$ cat config.mk
export PLATFORM = sky130hd
export DESIGN_NAME = wcip_ctrl
export DESIGN_NICKNAME = d
export VERILOG_FILES = /design/src/sv/wcip_pkg.sv /design/src/sv/wcip_ctrl.sv
export SDC_FILE = /design/constraint.sdc
export NUM_CORES = 1
export LEC_CHECK = 0
export ABC_AREA = 1
export ABC_CLOCK_PERIOD_IN_PS = 1800
export BUFFER_PORTS_ARGS = -buffer_cell sky130_fd_sc_hd__buf_2
export CORE_AREA = 2 2 39 41
export DETAILED_ROUTE_END_ITERATION = 8
export DIE_AREA = 0 0 41 43
export HOLD_SLACK_MARGIN = 0.05
export PLACE_DENSITY = 0.32
export SETUP_SLACK_MARGIN = 0.3
export SYNTH_ARGS = -nofsm -noshare
export SYNTH_HDL_FRONTEND = slang
export SYNTH_SLANG_ARGS = --single-unit
$ cat constraint.sdc
create_clock -name clk -period 1.8 [get_ports clk]
set_clock_uncertainty 0.15 [all_clocks]
set_input_delay 0.36 -clock clk [delete_from_list [all_inputs] [get_ports clk]]
set_output_delay 0.36 -clock clk [all_outputs]
set_load 0.01 [all_outputs]
$ cat src/sv/wcip_pkg.sv
// shared types and constants of the weighted complex inner product block
package wcip_pkg;

  localparam int WEIGHT_BITS = 16;
  localparam int TRUNC_BITS  = 16;

  typedef struct packed {
    logic load_in;
    logic do_mul;
    logic do_wgt;
    logic do_acc;
  } cmd_t;

  typedef struct packed {
    logic last_q;
    logic out_blocked;
  } status_t;

endpackage

$ cat src/sv/wcip_ctrl.sv
// sequencer for the load, multiply, weight and accumulate steps
module wcip_ctrl (
  input  logic             clk,
  input  logic             rst,
  input  logic             in_valid,
  output logic             in_ready,
  input  wcip_pkg::status_t status,
  output wcip_pkg::cmd_t    cmd
);

  localparam logic [1:0] S_IDLE = 2'd0;
  localparam logic [1:0] S_MUL  = 2'd1;
  localparam logic [1:0] S_WGT  = 2'd2;
  localparam logic [1:0] S_ACC  = 2'd3;

  logic [1:0] state;
  logic [1:0] state_next;

  always_ff @(posedge clk) begin
    if (rst) begin
      state <= S_IDLE;
    end else begin
      state <= state_next;
    end
  end

  always_comb begin
    state_next  = state;
    in_ready    = 1'b0;
    cmd         = '0;
    case (state)
      S_IDLE: begin
        in_ready = 1'b1;
        if (in_valid) begin
          cmd.load_in = 1'b1;
          state_next  = S_MUL;
        end
      end
      S_MUL: begin
        cmd.do_mul = 1'b1;
        state_next = S_WGT;
      end
      S_WGT: begin
        cmd.do_wgt = 1'b1;
        state_next = S_ACC;
      end
      S_ACC: begin
        // a closing word waits until the output register is free
        if (!(status.last_q && status.out_blocked)) begin
          cmd.do_acc = 1'b1;
          state_next = S_IDLE;
        end
      end
      default: begin
        state_next = S_IDLE;
      end
    endcase
  end

endmodule

==> out/qor.yml <==
status: "finished clean"
holdPathStages: 4
synth_cells: 25
place_hpwl_um: 292.8
ff2ff_path_depth: 8
crit_arrival_ps: 1010
swShare: 0.4060
fmax_mhz: 658.6
timing.max_cap.violations: 0
drt_iter0_markers: 0
fin_area_um2: 337.8
num_vias: 205
dr.pass1.iters: 1
tightest_slew_ps: 111.8
rsz0062_at_grt: "true"
synth_nets: 34
crit_path_top_delay_cell: "dfxtp_4"
tritoncts: "built"
ys_seq_elements: 2
max_stage_delay_ps: 360
htree_num_levels: 1
die_area_um2: 1763
drive_gt1_frac: 0.6500
die_w_um: 41
drv_slew: 0
ys_seq_area_frac: 0.2254
cts_root_buf: "clkbuf_4"
antenna_left: 0
rows: 14
top_register: "state"
p_switching_uw: 230.6
hold_class: "in2reg"
peakVddDrop_mv: 0.3048
largestRegisters: "state x2"
die_h_um: 43
cp.depth: 3
power_leakage_nw: 0.1745
cell_internal_pwr_uw: 337.3
largest_register_ff_count: 2
antenna_found_initial: 0
worst_slack_ps: 281.7
gr-total-overflow: 0
numClockSinks: 2
yosysWarnings: 0
cts.clk_slew.worst_paths_ps: 30
slew_headroom: 0.9255
finalCritPeriodShare: 0.8435
grt_pass1_wl_um: 724
cp_top_family: "flip-flops"
antenna_cells: 0
clk_latency_ps: 230
r2r-start: "state[1]$_SDFFE_PP0P_"
cp_data_required_time_ps: 1290
critical_path_class: "reg2out"
syn_area_per_cell_um2: 7.107
yosys.cell_types.count: 10
wl_per_cell_um: 7.464
dp_slack_ps: 383.4
synth_area_um2: 177.7
min_from: "rst"
numPortBuffers: 9
grt.total_usage: 0.06613
initial_core_util: 0.1284
grt_max_degree: 5
finalHoldViolCount: 0
start_kind: "register"
drc: 0
critPathMaxFanout: 4
crit_chain: "ha_4 > a21boi_2 > buf_2"
seq_power_share: 0.215
detail_route.vias_per_cell: 3.661
layout_min_cycle_time_ps: 1518
tns_ps: 0
placed_area_um2: 242.7
hold_path_end: "state[1]$_SDFFE_PP0P_"
r2r_end: "state[1]$_SDFFE_PP0P_"
power.clock.fraction: 0.177
path_buf_inv: 1
cts_buffer_depth: 2
nets: 51
area_growth_syn_to_layout_pct: 90.14
place_congestion: 0.6349
combPwrFrac: 0.608
r2r_setup_slack_ps: 470
power_density_nw_per_um2: 1681
setup_viol: 0
routed_wl_um: 418
cts_made_buffers: 3
endpoint_kind: "output port"
first_global_vias: 200
coreArea_um2: 1384
io-pin-count: 10
==> cell families (layout without fill, tap and decap cells) <==
family,after synthesis,count (layout),synth area share
simple gates,10,10,0.2676
fa+ha+maj,4,4,0.2817
flops,2,2,0.2254
compound gates,3,3,0.09861
buf+inv,6,21,0.1268
==> through the flow <==
stage,hold WS (ps),utilization,instances,power (mW)
3_5_place_dp,376.0,0.1754,50,0.3238
4_1_cts,211.6,0.2224,54,0.5160
6_report,214.6,0.2441,56,0.5679
3_3_place_gp,375.9,0.1754,50,0.3296
2_1_floorplan,341.2,-,25,0.2549
5_1_grt,244.1,0.2441,56,0.6382
==> worst max path at each step <==
stage | start | endpoint | slack [ps]
2_1_floorplan | state[0]$_SDFFE_PP0P_ | cmd[0] | 450
3_3_place_gp | state[1]$_SDFFE_PP0P_ | cmd[3] | 370
3_5_place_dp | state[0]$_SDFFE_PP0P_ | cmd[3] | 380
4_1_cts | state[1]$_SDFFE_PP0P_ | cmd[3] | 270
5_1_grt | state[1]$_SDFFE_PP0P_ | cmd[3] | 240
6_report | state[1]$_SDFFE_PP0P_ | cmd[0] | 280
==> worst register-to-register path, delay by kind of cell, from the launching register on <==
| family | cells | cell delay (ps) |
|---|---|---|
| flip-flops | 1 | 370 |
| buffers and inverters | 3 | 280 |
| AND/OR/NAND/NOR | 4 | 240 |
| adder cells (fa/ha/maj) | 1 | 160 |
==> cells in the final DEF, fill, tap and decap left out, drive strengths merged <==
master  count
buf        12
inv         6
nand2       5
ha          4
nor2        3
clkbuf      3
a21oi       2
dfxtp       2
nand3       2
a21boi      1
==> power by group through the flow <==
stage	sequential, mW	combinational (mW)	clock [mW]
global placement	0.0905	0.239	0
detailed placement	0.0893	0.235	0
finish	0.122	0.345	0.100
global route	0.127	0.400	0.111
CTS	0.119	0.291	0.106
floorplan	0.0842	0.171	0
==> layer usage <==
| metal | GRT usage | vias up | share of wire |
|---|---|---|---|
| met1 | 0.06070 | 90 | 0.41 |
| met4 | 0.08000 | 0 | 0.043 |
| met5 | 0 | - | 0 |
| met2 | 0.09063 | 7 | 0.50 |
| met3 | 0.03141 | 2 | 0.043 |
| li1 | - | 106 | - |
==> timing repair <==
| action | CTS | global route |
|---|---|---|
| buffers inserted | 1 | 2 |
| setup endpoints to repair | 5 | 4 |
| pin swaps | 1 | 2 |
| hold buffers | 0 | 0 |
| resized for setup | 12 | 5 |
==> cell type report <==
type                            instances  area [um^2]
Clock buffer                            3        22.52
Fill cell                             157         1046
Inverter                                6        27.53
Multi-Input combinational cell         17        146.4
Sequential cell                         2        47.55
Tap cell                               16        20.02
Timing Repair Buffer                   12        73.82
==> synth_stat cells (all sizes together) <==
cell,count,area share
inv,6,0.13
nand2,5,0.12
ha,4,0.28
nor2,3,0.063
a21oi,2,0.056
dfxtp,2,0.23
nand3,2,0.084
a21boi,1,0.042
(Power assumes the default switching activity.)
